`src/design/sgns_pkg.sv`:
```
// Shared types, constants and arithmetic helpers for the skip-gram update engine.
package sgns_pkg;

    localparam int FEATURES_DEF = 100;
    localparam int VOCAB_DEF    = 4096;

    localparam int WORD_W   = 12;
    localparam int FI_W     = 7;
    localparam int WEIGHT_W = 16;
    localparam int GAIN_W   = 18;
    localparam int LR_W     = 16;

    localparam logic [LR_W-1:0] LR_RESET = 16'd1638;

    // dot product saturation bound, 10.0 in Q.24
    localparam logic signed [63:0] SIG_SAT   = 64'sd167772160;
    localparam logic [16:0]        LOG2E_Q16 = 17'd94548;
    localparam logic [16:0]        ONE_Q16   = 17'd65536;

    typedef enum logic [1:0] {
        ACT_TRAIN  = 2'd0,
        ACT_WR_IN  = 2'd1,
        ACT_WR_OUT = 2'd2,
        ACT_RD_IN  = 2'd3
    } action_t;

    typedef enum logic [3:0] {
        S_CLEAR,
        S_IDLE,
        S_BASE,
        S_ACCESS,
        S_RDWAIT,
        S_DOT,
        S_GAIN,
        S_UPD,
        S_APPLY,
        S_DONE
    } ctrl_state_t;

    typedef enum logic [2:0] {
        G_IDLE,
        G_MUL,
        G_INTERP,
        G_SHIFT,
        G_DIV,
        G_SIG,
        G_GAIN,
        G_ROUND
    } gain_state_t;

    typedef struct packed {
        logic            start;
        logic            positive;
        logic [LR_W-1:0] learning_rate;
    } gain_ctl_t;

    // 2^(-j/16) in Q.16
    function automatic logic [16:0] pow2_neg(input logic [4:0] j);
        logic [16:0] v;
        case (j)
            5'd0:    v = 17'd65536;
            5'd1:    v = 17'd62757;
            5'd2:    v = 17'd60097;
            5'd3:    v = 17'd57548;
            5'd4:    v = 17'd55109;
            5'd5:    v = 17'd52773;
            5'd6:    v = 17'd50535;
            5'd7:    v = 17'd48393;
            5'd8:    v = 17'd46341;
            5'd9:    v = 17'd44376;
            5'd10:   v = 17'd42495;
            5'd11:   v = 17'd40693;
            5'd12:   v = 17'd38968;
            5'd13:   v = 17'd37316;
            5'd14:   v = 17'd35734;
            5'd15:   v = 17'd34219;
            default: v = 17'd32768;
        endcase
        return v;
    endfunction

    // scale down by 2^16, round to nearest, halves away from zero
    function automatic logic signed [47:0] round_q16(input logic signed [47:0] p);
        logic [47:0] m;
        logic [47:0] q;
        m = p[47] ? 48'(-p) : 48'(p);
        q = (m + 48'd32768) >> 16;
        return p[47] ? -$signed(q) : $signed(q);
    endfunction

    function automatic logic signed [15:0] sat16(input logic signed [47:0] v);
        logic signed [15:0] r;
        if (v > 48'sd32767)
            r = 16'sh7fff;
        else if (v < -48'sd32768)
            r = 16'sh8000;
        else
            r = v[15:0];
        return r;
    endfunction

    function automatic logic signed [31:0] sat32(input logic signed [47:0] v);
        logic signed [31:0] r;
        if (v > 48'sd2147483647)
            r = 32'sh7fffffff;
        else if (v < -48'sd2147483648)
            r = 32'sh80000000;
        else
            r = v[31:0];
        return r;
    endfunction

endpackage

```
`src/design/sgns_gain.sv`:
```
// Sigmoid and gain unit: saturating sigmoid of the dot product, taken from the label (1 or 0), times learning rate.
module sgns_gain #(
    parameter int DOT_W = 39
) (
    input  logic                      clk,
    input  logic                      rst_n,
    input  sgns_pkg::gain_ctl_t       ctl,
    input  logic signed [DOT_W-1:0]   dot,
    output logic                      done,
    output logic signed [sgns_pkg::GAIN_W-1:0] gain
);

    sgns_pkg::gain_state_t state_reg, state_next;

    logic                 neg_reg;
    logic                 pos_reg;
    logic [15:0]          lr_reg;
    logic [19:0]          x_reg;
    logic [19:0]          t_reg;
    logic [16:0]          v_reg;
    logic [3:0]           n_reg;
    logic [17:0]          den_reg;
    logic [32:0]          num_reg;
    logic [18:0]          rem_reg;
    logic [16:0]          quo_reg;
    logic [5:0]           bit_reg;
    logic [16:0]          sig_reg;
    logic signed [34:0]   prod_reg;
    logic signed [17:0]   gain_reg;
    logic                 done_reg;

    logic signed [63:0]   dot64;
    logic [63:0]          mag;
    logic [16:0]          tbl_hi;
    logic [16:0]          tbl_lo;
    logic [28:0]          interp;
    logic [16:0]          e_val;
    logic [17:0]          den_val;
    logic [18:0]          rem_try;
    logic                 q_bit;
    logic signed [17:0]   diff;

    assign dot64   = 64'(dot);
    assign mag     = dot64[63] ? 64'(-dot64) : 64'(dot64);
    assign tbl_hi  = sgns_pkg::pow2_neg({1'b0, t_reg[15:12]});
    assign tbl_lo  = sgns_pkg::pow2_neg(5'({1'b0, t_reg[15:12]}) + 5'd1);
    assign interp  = 29'(tbl_hi - tbl_lo) * 29'(t_reg[11:0]);
    assign e_val   = v_reg >> n_reg;
    assign den_val = 18'(sgns_pkg::ONE_Q16) + 18'(e_val);
    assign rem_try = {rem_reg[17:0], num_reg[32]};
    assign q_bit   = rem_try >= {1'b0, den_reg};
    assign diff    = (pos_reg ? 18'sd65536 : 18'sd0) - $signed({1'b0, sig_reg});
    assign done    = done_reg;
    assign gain    = gain_reg;

    always_comb
    begin
        state_next = state_reg;
        case (state_reg)
            sgns_pkg::G_IDLE:
            begin
                if (ctl.start)
                begin
                    if (dot64 > sgns_pkg::SIG_SAT || dot64 < -sgns_pkg::SIG_SAT)
                        state_next = sgns_pkg::G_GAIN;
                    else
                        state_next = sgns_pkg::G_MUL;
                end
            end
            sgns_pkg::G_MUL:    state_next = sgns_pkg::G_INTERP;
            sgns_pkg::G_INTERP: state_next = sgns_pkg::G_SHIFT;
            sgns_pkg::G_SHIFT:  state_next = sgns_pkg::G_DIV;
            sgns_pkg::G_DIV:
            begin
                if (bit_reg == 6'd1)
                    state_next = sgns_pkg::G_SIG;
            end
            sgns_pkg::G_SIG:    state_next = sgns_pkg::G_GAIN;
            sgns_pkg::G_GAIN:   state_next = sgns_pkg::G_ROUND;
            sgns_pkg::G_ROUND:  state_next = sgns_pkg::G_IDLE;
            default:            state_next = sgns_pkg::G_IDLE;
        endcase
    end

    always_ff @(posedge clk or negedge rst_n)
    begin
        if (!rst_n)
        begin
            state_reg <= sgns_pkg::G_IDLE;
            done_reg  <= 1'b0;
        end
        else
        begin
            state_reg <= state_next;
            done_reg  <= (state_reg == sgns_pkg::G_ROUND);
        end
    end

    always_ff @(posedge clk)
    begin
        case (state_reg)
            sgns_pkg::G_IDLE:
            begin
                neg_reg <= dot64[63];
                pos_reg <= ctl.positive;
                lr_reg  <= ctl.learning_rate;
                x_reg   <= mag[27:8];
                sig_reg <= (dot64 > sgns_pkg::SIG_SAT) ? sgns_pkg::ONE_Q16 : 17'd0;
            end
            sgns_pkg::G_MUL:
                t_reg <= 20'((37'(x_reg) * 37'(sgns_pkg::LOG2E_Q16)) >> 16);
            sgns_pkg::G_INTERP:
            begin
                v_reg <= tbl_hi - 17'(interp >> 12);
                n_reg <= t_reg[19:16];
            end
            sgns_pkg::G_SHIFT:
            begin
                den_reg <= den_val;
                num_reg <= 33'h1_0000_0000 + 33'(den_val >> 1);
                rem_reg <= '0;
                quo_reg <= '0;
                bit_reg <= 6'd33;
            end
            sgns_pkg::G_DIV:
            begin
                // restoring division, one quotient bit per cycle
                rem_reg <= q_bit ? rem_try - {1'b0, den_reg} : rem_try;
                num_reg <= {num_reg[31:0], 1'b0};
                quo_reg <= {quo_reg[15:0], q_bit};
                bit_reg <= bit_reg - 6'd1;
            end
            sgns_pkg::G_SIG:
                sig_reg <= neg_reg ? sgns_pkg::ONE_Q16 - quo_reg : quo_reg;
            sgns_pkg::G_GAIN:
                prod_reg <= 35'(diff) * 35'($signed({1'b0, lr_reg}));
            sgns_pkg::G_ROUND:
                gain_reg <= 18'(sgns_pkg::round_q16(48'(prod_reg)));
            default:
            begin
            end
        endcase
    end

endmodule

```
`config.mk`:
```
export PLATFORM = sky130hd
export DESIGN_NAME = sgns_gain
export DESIGN_NICKNAME = d
export VERILOG_FILES = /design/src/design/sgns_pkg.sv /design/src/design/sgns_gain.sv
export SDC_FILE = /design/constraint.sdc
export NUM_CORES = 2
export LEC_CHECK = 0
export BUFFER_PORTS_ARGS = -buffer_cell sky130_fd_sc_hd__buf_2
export CAP_MARGIN = 15
export CORE_MARGIN = 2
export CORE_UTILIZATION = 50
export DETAILED_ROUTE_END_ITERATION = 8
export PLACE_DENSITY = 0.66
export SETUP_SLACK_MARGIN = 0.15
export SKIP_LAST_GASP = 1
export SLEW_MARGIN = 20
export SYNTH_ARGS = -nofsm -noshare
export SYNTH_HDL_FRONTEND = slang
export SYNTH_SLANG_ARGS = --single-unit
```
`constraint.sdc`:
```
create_clock -name clk -period 14.3 [get_ports clk]
set_input_delay 2.145 -clock clk [delete_from_list [all_inputs] [get_ports clk]]
set_output_delay 2.145 -clock clk [all_outputs]
set_load 0.05 [all_outputs]
```
* Word-level counts from Yosys, hierarchy flattened *
Memory sizes are Yosys's and may differ from the RTL's. A register that Yosys moved wholly into a read port is not among the register bits.
Index checks and enable logic that the tools add are counted.

cells by class
  add/subtract/negate cells = 13
  multiply operators = 3
  magnitude comparators = 3
  equal/unequal tests = 10
  shift-type cells = 1
  muxes and demuxes = 18
  reductions and logical operators = 5

operator list
  kind                      count
  $mux W17                  4
  $pmux W17 S2              2
  $pmux W33 S2              1
  $gt A39 B29 Y1 const B    1
  $lt A39 B29 Y1 const B    1
  $mux W18                  2
  $pmux W18 S2              1
  $sub A17 B17 Y18          2
  $mul A18 B17 Y35          1
  $add A34 B16 Y34 const B  1
  $mul A20 B15 Y34 const B  1
  $mux W34                  1
  $neg A34 Y34              1
  $add A33 B17 Y33 const A  1
  $mul A18 B13 Y29          1
  $mux W28                  1
  $neg A28 Y28              1
  $pmux W3 S8               1
  $ge A19 B18 Y1            1
  $add A17 B17 Y18 const A  1
  $neg A18 Y18              1
  $sub A18 B18 Y18          1
  $shr A17 B4 Y17           1
  $sub A17 B17 Y17          1
  other kinds (15)          23

storage, ports and cells
  register bits after elaboration = 245
  memory bits (read-only) = 544
  bits of input ports = 59
  output and inout port bits = 19
  logic and storage cells = 72
  memories = 2

memory list
  memory           depth  width  read ports  clocked after Yosys merged registers in  wr ports  line            RTL
  (no name shown)  16     17     1           0                                        0         sgns_pkg.sv:60  case (j)
  (no name shown)  16     17     1           1                                        0         sgns_pkg.sv:60

* Depth between registers and ports, before layout *
An unclocked memory read counts as a cell.

  depth in word-level cells = 6
  depth in mapped cells = 49
  mapped depth without buffers = 48

* Worst setup path after synthesis *
Ideal clock, no wire load.

  kind = reg-to-reg
  from = register t_reg[12]
  to = register v_reg[16], data pin
  library setup time = 0.260 ns
  arrival time = 10.119 ns
  data required time = 14.040 ns
  path slack = 3.921 ns
  stages on the path, launching flop included = 45
  buffers on the path = 2
  clock period less this slack = 10.379 ns
  cells stage by stage = edfxtp_1 -> ha_1 -> ha_1 -> clkbuf_1 -> mux4_2 -> or2_2 -> ha_1 -> nor2b_1 -> o21ai_0 -> a21boi_0 -> o21a_1 -> o21ai_0 -> nand2_1 -> a21oi_1 -> xnor2_1 -> clkbuf_1 -> and2_1 -> fa_1 -> [9 not listed] -> a21oi_1 -> o21ai_0 -> a21oi_1 -> a21oi_1 -> and2_1 -> nand3_1 -> a21boi_0 -> o21a_1 -> or2_2 -> ha_1 -> o41a_1 -> a41o_1 -> o41ai_1 -> o2111ai_1 -> a21oi_1 -> xnor2_1 -> xnor2_1 -> xnor2_1

between the ends
  cells in the longest elaborated chain, start to end = 6

ends and longest elaborated chain
  what                    line              RTL
  start, declared         sgns_gain.sv:19   logic [19:0] t_reg;
  start signal, assigned  sgns_gain.sv:111  t_reg <= 20'((37'(x_reg) * 37'(sgns_pkg::LOG2E_Q16)) >> 16);
  $add A4 B1 Y5 *         sgns_gain.sv:46   assign tbl_lo = sgns_pkg::pow2_neg(5'({1'b0, t_reg[15:12]}) + 5'd1);
  $mem_v2 Z16 W17         -
  $mux W17 *              sgns_pkg.sv:60
  $sub A17 B17 Y18 *      sgns_gain.sv:47   assign interp = 29'(tbl_hi - tbl_lo) * 29'(t_reg[11:0]);
  $mul A18 B13 Y29 *      sgns_gain.sv:47
  $sub A17 B17 Y17 *      sgns_gain.sv:114  v_reg <= tbl_hi - 17'(interp >> 12);
  end signal, assigned    sgns_gain.sv:114
  end, declared           sgns_gain.sv:20   logic [16:0] v_reg;

Every way passes the cells marked *; elsewhere a longest branch is shown, timed or not.
A chain may end at the register's enable or synchronous reset.

* Worst setup path after layout *
Ends and elaborated chain as after synthesis.

==> metrics.yaml <==
drc: 0
worst_pin_slew_ps: 1052
path_clk_slew_ps: 60
clockRootBuffer: "clkbuf_16"
cts_sinks: 262
numCtsBuffers: 35
fmax_mhz: 83.38
crit_fanout: 25
critPathSlowestCell: "ha_1"
critical_path_class: "reg2reg"
antenna_found_initial: 0
postRouteAntennaNets: 0
hpwl_um: 71230
critPathRequiredTime_ps: 14610
slowest_delay_ps: 840
drt-initial-drc-count: 1583
row_count: 102
grt_pass1_vias: 29500
via_count: 27990
post-cts-setup-buffer-count: 0
grt_util_all_layers_pct: 23.44
clkLatencyLatePin_ps: 560
grt_pass1_wl_um: 152300
synth_edf_count: 241
drv_cap: 0
hold_viol: 0
start_kind: "flip-flop"
drt_wl_total_um: 91260
layout_common_cells: "815 x inv_1, 577 x fa_1, 405 x nand2_1"
synth.area.top_cells: "fa_1 29%, edfxtp_1 18%, ha_1 12%"
core_mm2: 0.07759
hp-class: "reg2reg"
tns_ps: 0
timing.final.crit_period_ps: 11990
htreeDepth: 2
syn_nets: 5151
drive_gt1_share_pct: 6.244
synthFlopType: "edfxtp_1"
io_buffers: 77
ys_ff_latch: 262
status: "finished, final reports clean"
ios: 78
largest_reg_flops: 35
synthesis.area_mm2: 0.03932
grt_max_degree: 75
synth_top_area_share_pct: 29.38
drt_pass1_iterations: 5
finalSetupViolations: 0
wire_per_inst_um: 17.54
ys_async_sr_fraction_pct: 1.527
syn_avg_cell_area_um2: 9.493
cts_tree: "done"
skew_ps: 24.73
n_fill_cell: 7089
via_per_inst: 5.379
postCtsHoldBufs: 0
synth_top_area_cell: "fa_1"
cts.path.max_buffers: 3
synth_cell_types: 91
die_w_um: 284.4
crit_arrival_ps: 12310
area_delta_synth_final_pct: 6.692
initial_core_util_pct: 50.67
postSynthCellCount: 4142
crit_path_end_kind: "flip-flop"
crit_family: "adder cells"
diodes: 0
fp.dieH_um: 284.4
layout.nets: 5146
fin_crit_sh_pct: 83.87
grt_overflow: 0
slew_viol_final: 0
cts_resized: 0
gp_congestion: 0.8569
die_area_mm2: 0.08090
ys_seq_area_share_pct: 19.53
timing.slew.headroom_pct: 29.55
multi_input_area_mm2: 0.02799
rsz0062_at_grt: "false"
regArea_mm2: 0.007677
cp_num_buf_inv: 5
yosys_warnings: 0
final_common_cell: "inv_1"
-- worst paths after layout --
check                      startpoint           end  slack (ps)  depth (start not counted)
max in group asynchronous       rst_n  state_reg[1]       12610                          1
setup / recovery            t_reg[12]     v_reg[16]        2310                         45
min in group asynchronous       rst_n  state_reg[0]        1460                          1
setup reg to reg            t_reg[12]     v_reg[16]        2310                         45
hold reg to reg             t_reg[17]      n_reg[1]         440                          0
hold / removal              t_reg[17]      n_reg[1]         440                          0
-- logic make-up (layout without fill, tap and decap cells) --
family                     Yosys count  after routing  synth area share [%]
and+or+nand+nor                   1204           1204                 15.30
buffers and inverters              986           1008                 9.508
adders and majority gates          951            951                 41.27
AOI/OAI and AO/OA                  482            482                 8.302
DFF                                262            262                 19.53
xor gates and xnor gates           211            211                 4.770
muxes                               46             46                 1.321
-- cell usage after synthesis (all sizes together), types with 51 or more instances --
master and n:
nand2 405, and2 228, nor2 190, edfxtp 241, xor2 51, a21oi 138
nand3 89, o21ai 89, ha 373, inv 815, fa 577, nor3 66
xnor2 158, clkbuf 151
-- per-stage QoR --
stage	std cells	util, %	setup WS, ps	instance area [µm²]	hold slack (ps)
CTS	5204	54.06	2284	41950	448.3
global route	5204	54.06	1253	41950	447.7
global placement	5140	52.58	2409	40800	428.6
finish	5204	54.06	2306	41950	441.8
detailed placement	5140	52.58	2291	40800	429.6
floorplan	4142	-	3921	39320	400.3
-- final cells by class --
class | instances | share of cell area, %
Inverter | 817 | 7.310
Multi-Input combinational cell | 2894 | 66.72
Tap cell | 1040 | 3.102
Clock buffer | 41 | 2.213
Sequential cell | 262 | 18.30
Clock inverter | 23 | 0.5369
Timing Repair Buffer | 127 | 1.813
-- routing by layer --
layer	global-route usage (%)	up-vias	wire length, µm
li1	-	13310	-
met1	28.74	13860	37530
met2	41.79	653	46090
met3	2.945	178	3767
met4	9.421	0	3872
met5	0	-	0
Power is not shown: default switching activity piles up to over one toggle a cycle in this logic, so the estimate is an artifact.
